## config.mk

```make
export PLATFORM = sky130hd
export DESIGN_NAME = hblt_cmd_queue
export DESIGN_NICKNAME = d
export VERILOG_FILES = /design/src/hblt_pkg.sv /design/src/hblt_cmd_queue.sv
export SDC_FILE = /design/constraint.sdc
export NUM_CORES = 1
export LEC_CHECK = 0
export BUFFER_PORTS_ARGS = -buffer_cell sky130_fd_sc_hd__buf_2
export CORE_MARGIN = 1
export CORE_UTILIZATION = 40
export DETAILED_ROUTE_END_ITERATION = 8
export PLACE_DENSITY = 0.62
export SETUP_SLACK_MARGIN = 0.2
export SLEW_MARGIN = 20
export SYNTH_ARGS = -nofsm -noshare
export SYNTH_HDL_FRONTEND = slang
export SYNTH_SLANG_ARGS = --single-unit
```

## constraint.sdc

```tcl
create_clock -name clock -period 6.9 [get_ports clock]
set_input_delay 0.69 -clock clock [delete_from_list [all_inputs] [get_ports clock]]
set_output_delay 0.69 -clock clock [all_outputs]
set_load 0.05 [all_outputs]
```

## src/hblt_pkg.sv

```systemverilog
// Shared types and codes for the heartbeat liveness table.
`timescale 1ns / 1ps
package hblt_pkg;

   typedef enum logic [1:0] {
      MODE_ADD    = 2'd0,
      MODE_REMOVE = 2'd1,
      MODE_PONG   = 2'd2,
      MODE_TICK   = 2'd3
   } mode_type;

   typedef enum logic [1:0] {
      KIND_STATUS = 2'd0,
      KIND_PING   = 2'd1,
      KIND_DEAD   = 2'd2
   } kind_type;

   localparam logic [1:0] STATUS_OK   = 2'd0;
   localparam logic [1:0] STATUS_MISS = 2'd1;
   localparam logic [1:0] STATUS_FULL = 2'd2;

   localparam int LOSS_SCALE = 100;

   typedef struct packed {
      logic [1:0]  mode;
      logic [47:0] client_addr;
      logic [9:0]  ping_span;
      logic [6:0]  allowed_loss;
   } req_type;

   typedef struct packed {
      logic [1:0]  kind;
      logic [47:0] out_addr;
      logic [9:0]  ping_value;
      logic [1:0]  status;
      logic        last;
   } rsp_type;

   typedef enum logic {
      ST_IDLE = 1'b0,
      ST_WALK = 1'b1
   } eng_state_type;

endpackage

```

## src/hblt_cmd_queue.sv

```systemverilog
// Two-entry request queue between the input port and the table engine.
`timescale 1ns / 1ps
module hblt_cmd_queue (
   input  logic             clock,
   input  logic             reset,
   input  logic             push,
   output logic             full,
   input  hblt_pkg::req_type push_word,
   output logic             cmd_valid,
   input  logic             cmd_take,
   output hblt_pkg::req_type cmd_word
);

   hblt_pkg::req_type slot_ff [2];
   logic       wr_ptr_ff, wr_ptr_in;
   logic       rd_ptr_ff, rd_ptr_in;
   logic [1:0] count_ff, count_in;
   logic       do_push, do_pop;

   assign full      = (count_ff == 2'd2);
   assign cmd_valid = (count_ff != 2'd0);
   assign cmd_word  = slot_ff[rd_ptr_ff];
   assign do_push   = push && !full;
   assign do_pop    = cmd_take && cmd_valid;

   always_comb begin
      wr_ptr_in = wr_ptr_ff ^ do_push;
      rd_ptr_in = rd_ptr_ff ^ do_pop;
      count_in  = count_ff + {1'b0, do_push} - {1'b0, do_pop};
   end

   always_ff @(posedge clock) begin
      if (reset) begin
         wr_ptr_ff <= 1'b0;
         rd_ptr_ff <= 1'b0;
         count_ff  <= 2'd0;
      end else begin
         wr_ptr_ff <= wr_ptr_in;
         rd_ptr_ff <= rd_ptr_in;
         count_ff  <= count_in;
      end
   end

   always_ff @(posedge clock) begin
      if (do_push) begin
         slot_ff[wr_ptr_ff] <= push_word;
      end
   end

endmodule

```

==> results of run 1 <==
-- critical path: stages (launching register included) --
cell     delay [ps]
dfxtp_4        1010
mux2_2          430
buf_2           220
-- cell families after synthesis --
group | after synthesis | share of synthesized area
xor gates and xnor gates | 1 | 0.00440
buffers and inverters | 11 | 0.0161
and+or+nand+nor | 9 | 0.00905
adders and majority gates | 4 | 0.00978
muxes | 68 | 0.157
AOI/OAI and AO/OA | 1 | 0.00147
DFF | 138 | 0.802
-- registers in the layout (all words and copies together), names as in the netlist --
signal,count
count_ff,2
rd_ptr_ff,1
slot_ff,134
wr_ptr_ff,1
-- cells in the final DEF (no fill, tap or decap), types with 3 or more instances in the layout --
cell type | Yosys | final
buf_2 | 5 | 139
bufinv_16 | 0 | 4
clkbuf_16 | 0 | 17
clkinv_1 | 0 | 6
clkinv_4 | 0 | 3
dfxtp_1 | 4 | 3
edfxtp_1 | 134 | 134
inv_1 | 3 | 3
mux2_2 | 58 | 58
mux2_4 | 10 | 10
nor2_1 | 3 | 3
-- worst max-delay path by stage --
stage                    startpoint                 endpoint  slack (ps)
3_5_place_dp   rd_ptr_ff$_SDFF_PP0_             cmd_word[36]        4510
4_1_cts        rd_ptr_ff$_SDFF_PP0_             cmd_word[36]        4060
5_1_grt        rd_ptr_ff$_SDFF_PP0_             cmd_word[43]        3980
3_3_place_gp   rd_ptr_ff$_SDFF_PP0_             cmd_word[36]        4500
6_report       rd_ptr_ff$_SDFF_PP0_             cmd_word[37]        4100
2_1_floorplan                  push  slot_ff[1][0]$_DFFE_PP_        4020
-- final cells by class --
type                    count  area [µm²]  share of cell area
clock buffers              17         425              0.0646
clock inverters            15         181              0.0275
inverters                   3        11.3             0.00171
multi-input cells          83         955               0.145
flip-flops and latches    138        4110               0.624
well taps                 168         210              0.0319
repair buffers            139         696               0.106
-- metrics by stage --
step	util	total power [W]	cell area, µm²	hold WS, ps	worst slack [ps]
2_1_floorplan	-	0.00184	5120	532	4020
3_3_place_gp	0.488	0.00201	5980	614	4500
3_5_place_dp	0.488	0.00202	5980	620	4510
4_1_cts	0.537	0.00295	6590	439	4060
5_1_grt	0.537	0.00303	6590	433	3980
6_report	0.537	0.00291	6590	456	4100
-- power by group through the flow --
stage | Sequential (W) | Combinational, W | Clock, W
2_1_floorplan | 0.00111 | 0.000733 | 0
4_1_cts | 0.00115 | 0.000858 | 0.000943
5_1_grt | 0.00116 | 0.000891 | 0.000976
6_report | 0.00114 | 0.000845 | 0.000921
3_3_place_gp | 0.00116 | 0.000852 | 0
3_5_place_dp | 0.00116 | 0.000855 | 0
-- metal layers --
layer | vias up | global-route usage
met4 | 0 | 0.0701
li1 | 1212 | -
met2 | 103 | 0.226
met3 | 15 | 0.0770
met5 | - | 0
met1 | 1288 | 0.155
==> out/metrics.csv, run 1 <==
stage,metric,value,unit
power_and_ir_drop,Gate power share,0.291,
power_and_ir_drop,Max rail drop VDD,0.000256,V
timing,"Hold Violations, Final",0,
finish,layout cells sized above 1,0.600,
placed_design,GPL Wtd Cong,0.664,
grt,largest net degree at the start of global routing,70,
synthesis,YS warnings,0,
power_and_ir_drop,Psw,0.000994,W
synthesis,number of synthesized flops with an enable pin,134,
synthesis,Async SR Flop Fraction,0,
hold_path,hold depth,1,
worst_setup_path,Reg-to-Reg End,slot_ff[0][1]$_DFFE_PP_,
worst_setup_path,CP startpoint kind,flip-flop,
timing,clock skew,5.34,ps
cts,Post-CTS Setup Inserts,0,
routing,wire per inst,15.5,µm
floorplanning,IO Pins,140,
worst_setup_path,crit-path max FO,69,
hold_path,Worst Hold Launch,push_word[12],
cts,CTS buffer count,17,
timing,Fin Setup TNS,0,ps
worst_setup_path,worst reg2reg path depth,3,
timing,Max-slew headroom,0.332,
synthesis,leading area contributor after synthesis,edfxtp_1,
worst_setup_path,Critical Path End Type,output pin,
placed_design,Post-DP HPWL,5260,µm
routing,Initial DRC Count,154,
hold_path,worst hold path endpoint,slot_ff[0][12]$_DFFE_PP_,
floorplanning,die area,13200,µm²
floorplanning,Row Count,40,
job,MaxCap Viol Count,0,
synthesis,"Avg Cell Area, Syn",22.1,µm²
floorplanning,Die Height,115,µm
routing,number of antenna-violating nets in the routed design,0,
synthesis,Synth Instances,232,
cts,deepest clock path buffer count,2,
finish,diodes inserted,0,
worst_setup_path,"Req. time, crit path",6210,ps
cts,# H-tree levels,4,
routing,Top Metal Used,met4,
worst_setup_path,R2R Setup Slk,4940,ps
timing,worst slew pin tran,1000,ps
power_and_ir_drop,internal power,0.00192,W
routing,vias per cell,4.65,
synthesis,unique cell type count in the Yosys netlist,18,
worst_setup_path,WS Path Type,flip-flop to output pin,
routing,first-pass iteration count of the detailed router,4,
cts,Worst-path clk slew,60,ps
synthesis,Yosys reg bits,138,
power_and_ir_drop,Sequential Power Share,0.393,
routing,M1 WL,3510,µm
grt,GRT Residual Overflow,0,
routing,residual DRC count,0,
routing,met3 wire len,774,µm
power_and_ir_drop,sw frac,0.342,
power_and_ir_drop,Clock power frac,0.317,
grt,GRT Total Usage,0.142,
routing,wire length after detailed routing,8720,µm
worst_setup_path,Arrival @ worst endpoint,2110,ps
synthesis,synth top area cells,"edfxtp_1, mux2_2, mux2_4",
routing,via count,2618,
power_and_ir_drop,Power Dens Cells,442,nW/µm²
worst_setup_path,Reg-to-Reg Start,count_ff[0]$_SDFF_PP0_,
synthesis,most frequent cell after synthesis,edfxtp_1,
timing,Final period util,0.405,
placed_design,Placed Cells,531,
synthesis,Synth top area share,0.787,
synthesis,"Net Count, Synth",307,
cts,count of hold-fix buffers inserted at cts,0,
placed_design,IO buf count,139,
cts,Clk Tree Root Cell,clkbuf_16,
cts,CTS tree,yes,
cts,clock sink count,138,
timing,minimum clock period,2800,ps
synthesis,Synth Flop Type,edfxtp_1,
finish,final non-filler cell total,563,
routing,met2 WL,4260,µm
timing,Fmax,357,MHz
cts,Worst-Skew Late Latency,420,ps
grt,vias in the first global route,2733,
finish,Area Overhead vs Synth,28.7,%
grt,first-pass GRT wire length,13400,µm
timing,Max Slew Vio Count,0,
timing,unrepaired setup endpoints after global routing,no,
finish,final net count,457,
grt,initial antenna violation count,0,
power_and_ir_drop,Leakage Power,2.49,nW
floorplanning,die width,115,µm
cts,post_cts resized,0,
hold_path,hold crit path type,input pin to flip-flop,
synthesis,Post-Syn Area,5120,µm²
finish,fillers,1014,
timing,Setup Viol. Count Final,0,
synthesis,most frequent cells after synthesis,"edfxtp_1, mux2_2, mux2_4, buf_2",
floorplanning,CORE AREA,12300,µm²
floorplanning,initial core utilization,0.417,
synthesis,sequential area share after synthesis,0.802,
run_status,status,"complete, no violations",
Power figures use the tool's default switching activity.
==> inputs of run 2 (changes only) <==
--- a/config.mk
+++ b/config.mk
@@ -5,11 +5,12 @@
 export SDC_FILE = /design/constraint.sdc
 export NUM_CORES = 1
 export LEC_CHECK = 0
+export ABC_AREA = 1
 export BUFFER_PORTS_ARGS = -buffer_cell sky130_fd_sc_hd__buf_2
 export CORE_MARGIN = 1
 export CORE_UTILIZATION = 40
 export DETAILED_ROUTE_END_ITERATION = 8
-export PLACE_DENSITY = 0.62
+export PLACE_DENSITY = 0.64
 export SETUP_SLACK_MARGIN = 0.2
 export SLEW_MARGIN = 20
 export SYNTH_ARGS = -nofsm -noshare
==> constraint.sdc (replaced) <==
create_clock -name clock -period 2.38 [get_ports clock]
set_input_delay 0.238 -clock clock [delete_from_list [all_inputs] [get_ports clock]]
set_output_delay 0.238 -clock clock [all_outputs]
set_load 0.05 [all_outputs]
==> run 2 against run 1 <==
Against the previous run: core utilization is 4.2 points higher; clock power grew to 2.9 times the previous value; via count is 6.5% higher; die area is 0.24% lower; flip-flop and latch count stayed put; routed wire length is 6.0% higher; combinational power grew to 3.5 times the previous value; sequential power grew to 2.9 times the previous value; hold slack worse by 430 ps; largest cell class unchanged.
==> out/metrics.csv, run 2 <==
stage,metric,value,unit,change
run_status,status,"complete, no violations",,
synthesis,adder-cell share of the synthesized area,0.00981,,+0.0000240
finish,Largest Register,slot_ff,,
hold_path,hold depth,1,,unchanged
floorplanning,initial core utilization,0.418,,+0.000685
grt,largest net degree at the start of global routing,31,,-56%
cts,Worst-path clk slew,60,ps,about the same
finish,final net count,515,,+13%
grt,GRT Residual Overflow,0,,unchanged
worst_setup_path,CP startpoint kind,flip-flop,,
hold_path,Worst Hold Launch,push_word[66],,
synthesis,synth top area cells,"edfxtp_1, mux2_2, mux2_4",,
timing,"Hold Violations, Final",0,,unchanged
grt,met1 Usage GRT,0.150,,-0.00504
worst_setup_path,"Req. time, crit path",2140,ps,-4070 ps
timing,Fmax,500,MHz,
hold_path,hold crit path type,input pin to flip-flop,,
grt,initial antenna violation count,0,,unchanged
placed_design,IO buf count,139,,unchanged
power_and_ir_drop,Max rail drop VDD,0.000622,V,+140%
synthesis,unique cell type count in the Yosys netlist,13,,-5
synthesis,xor-xnor portion of the synthesized cell area,0,,-0.00440
synthesis,number of synthesized flops with an enable pin,134,,unchanged
finish,Seq. cell area,4110,µm²,unchanged
finish,Post-Layout Inst Area,7070,µm²,+7.3%
synthesis,Async SR Flop Fraction,0,,unchanged
routing,wire per inst,14.9,µm,-3.9%
finish,footprint of the multi-input gates,928,µm²,-2.8%
placed_design,GPL Wtd Cong,0.729,,+9.9%
synthesis,Synth Flop Type,edfxtp_1,,
routing,Initial DRC Count,97,,-37%
synthesis,Post-Synth Simple-Gate Area,0.0115,,+0.00247
finish,Top Registers,"slot_ff x134, count_ff x2",,
timing,PnR worst setup slack,382,ps,-3720 ps
timing,minimum clock period,2000,ps,
cts,clock sink count,138,,unchanged
timing,Max Slew Vio Count,0,,unchanged
power_and_ir_drop,Leakage Power,2.71,nW,+8.5%
grt,Most Crowded Layer GR,met2,,
worst_setup_path,CP bufs+invs,2,,+1
grt,M2 GR Usage,0.249,,+0.0229
routing,vias per cell,4.49,,-3.5%
floorplanning,Row Count,40,,unchanged
worst_setup_path,Arrival @ worst endpoint,1760,ps,-350 ps
synthesis,Synth top area share,0.788,,+0.00193
power_and_ir_drop,Power Dens Cells,1260,nW/µm²,+190%
routing,first-pass iteration count of the detailed router,4,,unchanged
synthesis,mux contribution to synthesized area,0.154,,-0.00329
placed_design,Setup WS pre-CTS,620,ps,-3890 ps
synthesis,sequential area share after synthesis,0.804,,+0.00197
worst_setup_path,WS Path Type,flip-flop to output pin,,
timing,Max-slew headroom,0.775,,+0.443
cts,# H-tree levels,4,,unchanged
routing,residual DRC count,0,,unchanged
worst_setup_path,critical path's slowest cell,dfxtp_4,,
worst_setup_path,worst reg2reg path depth,5,,+2
worst_setup_path,worst path cell trace,buf_4 > mux2_2 > buf_2,,
finish,"commonest non-fill, non-tap cell in the layout",buf_2,,
cts,CTS tree,yes,,
synthesis,most frequent cell after synthesis,edfxtp_1,,
synthesis,Synth Instances,244,,+5.2%
timing,Setup Viol. Count Final,0,,unchanged
synthesis,largest family of logic cells by synthesized area,multiplexers,,
finish,layout cells sized above 1,0.545,,-0.0547
grt,met3 Use GR,0.0585,,-0.0185
placed_design,Post-DP HPWL,5860,µm,+11%
cts,deepest clock path buffer count,2,,unchanged
routing,via count,2788,,+6.5%
hold_path,worst hold path endpoint,slot_ff[0][66]$_DFFE_PP_,,
finish,most frequent cells in the layout,"buf_2, edfxtp_1, mux2_2, dlygate4sd3_1, clkbuf_16",,
floorplanning,die area,13200,µm²,-0.24%
synthesis,"Net Count, Synth",319,,+3.9%
routing,wire length after detailed routing,9250,µm,+6.0%
finish,diodes inserted,0,,unchanged
worst_setup_path,CP peak stage delay,530,ps,-480 ps
finish,fillers,986,,-2.8%
worst_setup_path,crit-path max FO,17,,-75%
job,MaxCap Viol Count,0,,unchanged
worst_setup_path,Critical Path End Type,output pin,,
timing,Final period util,0.840,,
cts,Worst-Skew Late Latency,410,ps,about the same
cts,Clk Tree Root Cell,clkbuf_16,,
finish,max reg flops,134,,unchanged
cts,CTS buffer count,17,,unchanged
worst_setup_path,Reg-to-Reg End,slot_ff[1][47]$_DFFE_PP_,,
timing,clock skew,5.96,ps,+0.621 ps
worst_setup_path,R2R Setup Slk,640,ps,-4300 ps
synthesis,post-synthesis compound-gate area fraction,0.00196,,+0.000494
synthesis,most frequent cells after synthesis,"edfxtp_1, mux2_2, inv_1, mux2_4, nor2_1",,
grt,GRT Total Usage,0.145,,+0.00296
timing,unrepaired setup endpoints after global routing,no,,
synthesis,Post-Syn Area,5100,µm²,-0.24%
synthesis,leading area contributor after synthesis,edfxtp_1,,
synthesis,Yosys reg bits,138,,unchanged
timing,Fin Setup TNS,0,ps,unchanged
cts,post_cts resized,0,,unchanged
worst_setup_path,Reg-to-Reg Start,count_ff[1]$_SDFF_PP0_,,
floorplanning,CORE AREA,12200,µm²,-0.41%
synthesis,YS warnings,0,,unchanged
grt,vias in the first global route,2972,,+8.7%
placed_design,"Cell Area, Placed",6070,µm²,+1.5%
synthesis,"Avg Cell Area, Syn",20.9,µm²,-5.2%
grt,first-pass GRT wire length,13800,µm,+2.9%
finish,Area Overhead vs Synth,38.5,%,
timing,worst slew pin tran,337,ps,-664 ps
floorplanning,Die Height,115,µm,-0.12%
floorplanning,IO Pins,140,,unchanged
worst_setup_path,Top delay family on crit path,flip-flops,,
routing,number of antenna-violating nets in the routed design,0,,unchanged
floorplanning,die width,115,µm,-0.12%
[run 2: cell count changes after synthesis, sizes merged]
| cell | delta |
|---|---|
| a21oi | +1 |
| and2 | -1 |
| inv | +7 |
| mux2 | -1 |
| nand2 | +4 |
| nand2b | -1 |
| nand3 | +2 |
| nor2 | +5 |
| nor2b | -2 |
| o21a | -1 |
| o21ai | +1 |
| or2 | -1 |
| xnor3 | -1 |
[run 2: worst max path at each step]
| stage | start | endpoint | slack, ps | cells after the start |
|---|---|---|---|---|
| 6_report | rd_ptr_ff$_SDFF_PP0_ | cmd_word[41] | 380 | 3 |
| 5_1_grt | rd_ptr_ff$_SDFF_PP0_ | cmd_word[42] | 280 | 3 |
| 3_5_place_dp | count_ff[1]$_SDFF_PP0_ | slot_ff[1][11]$_DFFE_PP_ | 620 | 5 |
| 4_1_cts | rd_ptr_ff$_SDFF_PP0_ | cmd_word[2] | 340 | 3 |
| 2_1_floorplan | count_ff[1]$_SDFF_PP0_ | slot_ff[1][0]$_DFFE_PP_ | -250 | 4 |
| 3_3_place_gp | rd_ptr_ff$_SDFF_PP0_ | cmd_word[2] | 650 | 3 |
[run 2: area by class of cell]
type	count	area share
Sequential cell	138	0.581
Timing Repair Buffer	185	0.167
Multi-Input combinational cell	88	0.131
Clock buffer	19	0.0613
Tap cell	168	0.0297
Clock inverter	13	0.0239
Inverter	10	0.00531
[run 2: power by group]
group | internal [W] | leakage, nW | switching [W] | total, W
clock | 0.00165 | 0.280 | 0.000984 | 0.00264
combinational | 0.000885 | 1.14 | 0.00210 | 0.00298
sequential | 0.00315 | 1.29 | 0.000135 | 0.00329
total | 0.00569 | 2.71 | 0.00321 | 0.00891
[run 2: logic make-up (layout without fill, tap and decap cells)]
group,after synthesis,in the layout
muxes,67,67
adders and majority gates,4,4
DFF,138,138
AOI/OAI and AO/OA,2,2
buffers and inverters,18,227
and+or+nand+nor,15,15
[run 2: stage by stage]
| step | cells | hold WS (ps) | utilization | power [W] |
|---|---|---|---|---|
| after floorplan | 244 | 305 | - | 0.00561 |
| after CTS | 619 | 0.657 | 0.577 | 0.00902 |
| after detailed placement | 550 | 429 | 0.497 | 0.00628 |
| final | 621 | 22.6 | 0.579 | 0.00891 |
| after global placement | 550 | 425 | 0.497 | 0.00625 |
| after global routing | 621 | 0.365 | 0.579 | 0.00926 |
[run 2: repair_timing]
item / in CTS / in global routing
endpoints found under the hold margin: 69 / 3
hold buffers: 36 / 2
setup buffers: 1 / 0
endpoints found under the setup margin: 17 / 0
[run 2: per-layer routing]
metal / vias to the layer above / part of all wire
met5: - / 0
met4: 0 / 0.024
met3: 17 / 0.069
met2: 109 / 0.50
met1: 1321 / 0.40
li1: 1341 / -
[run 2: worst register-to-register path, delay by kind of cell, from the launching register on]
family / cells / cell delay [ps]
buf+inv: 3 / 620
compound gates: 1 / 130
fa+ha+maj: 1 / 370
flops: 1 / 310
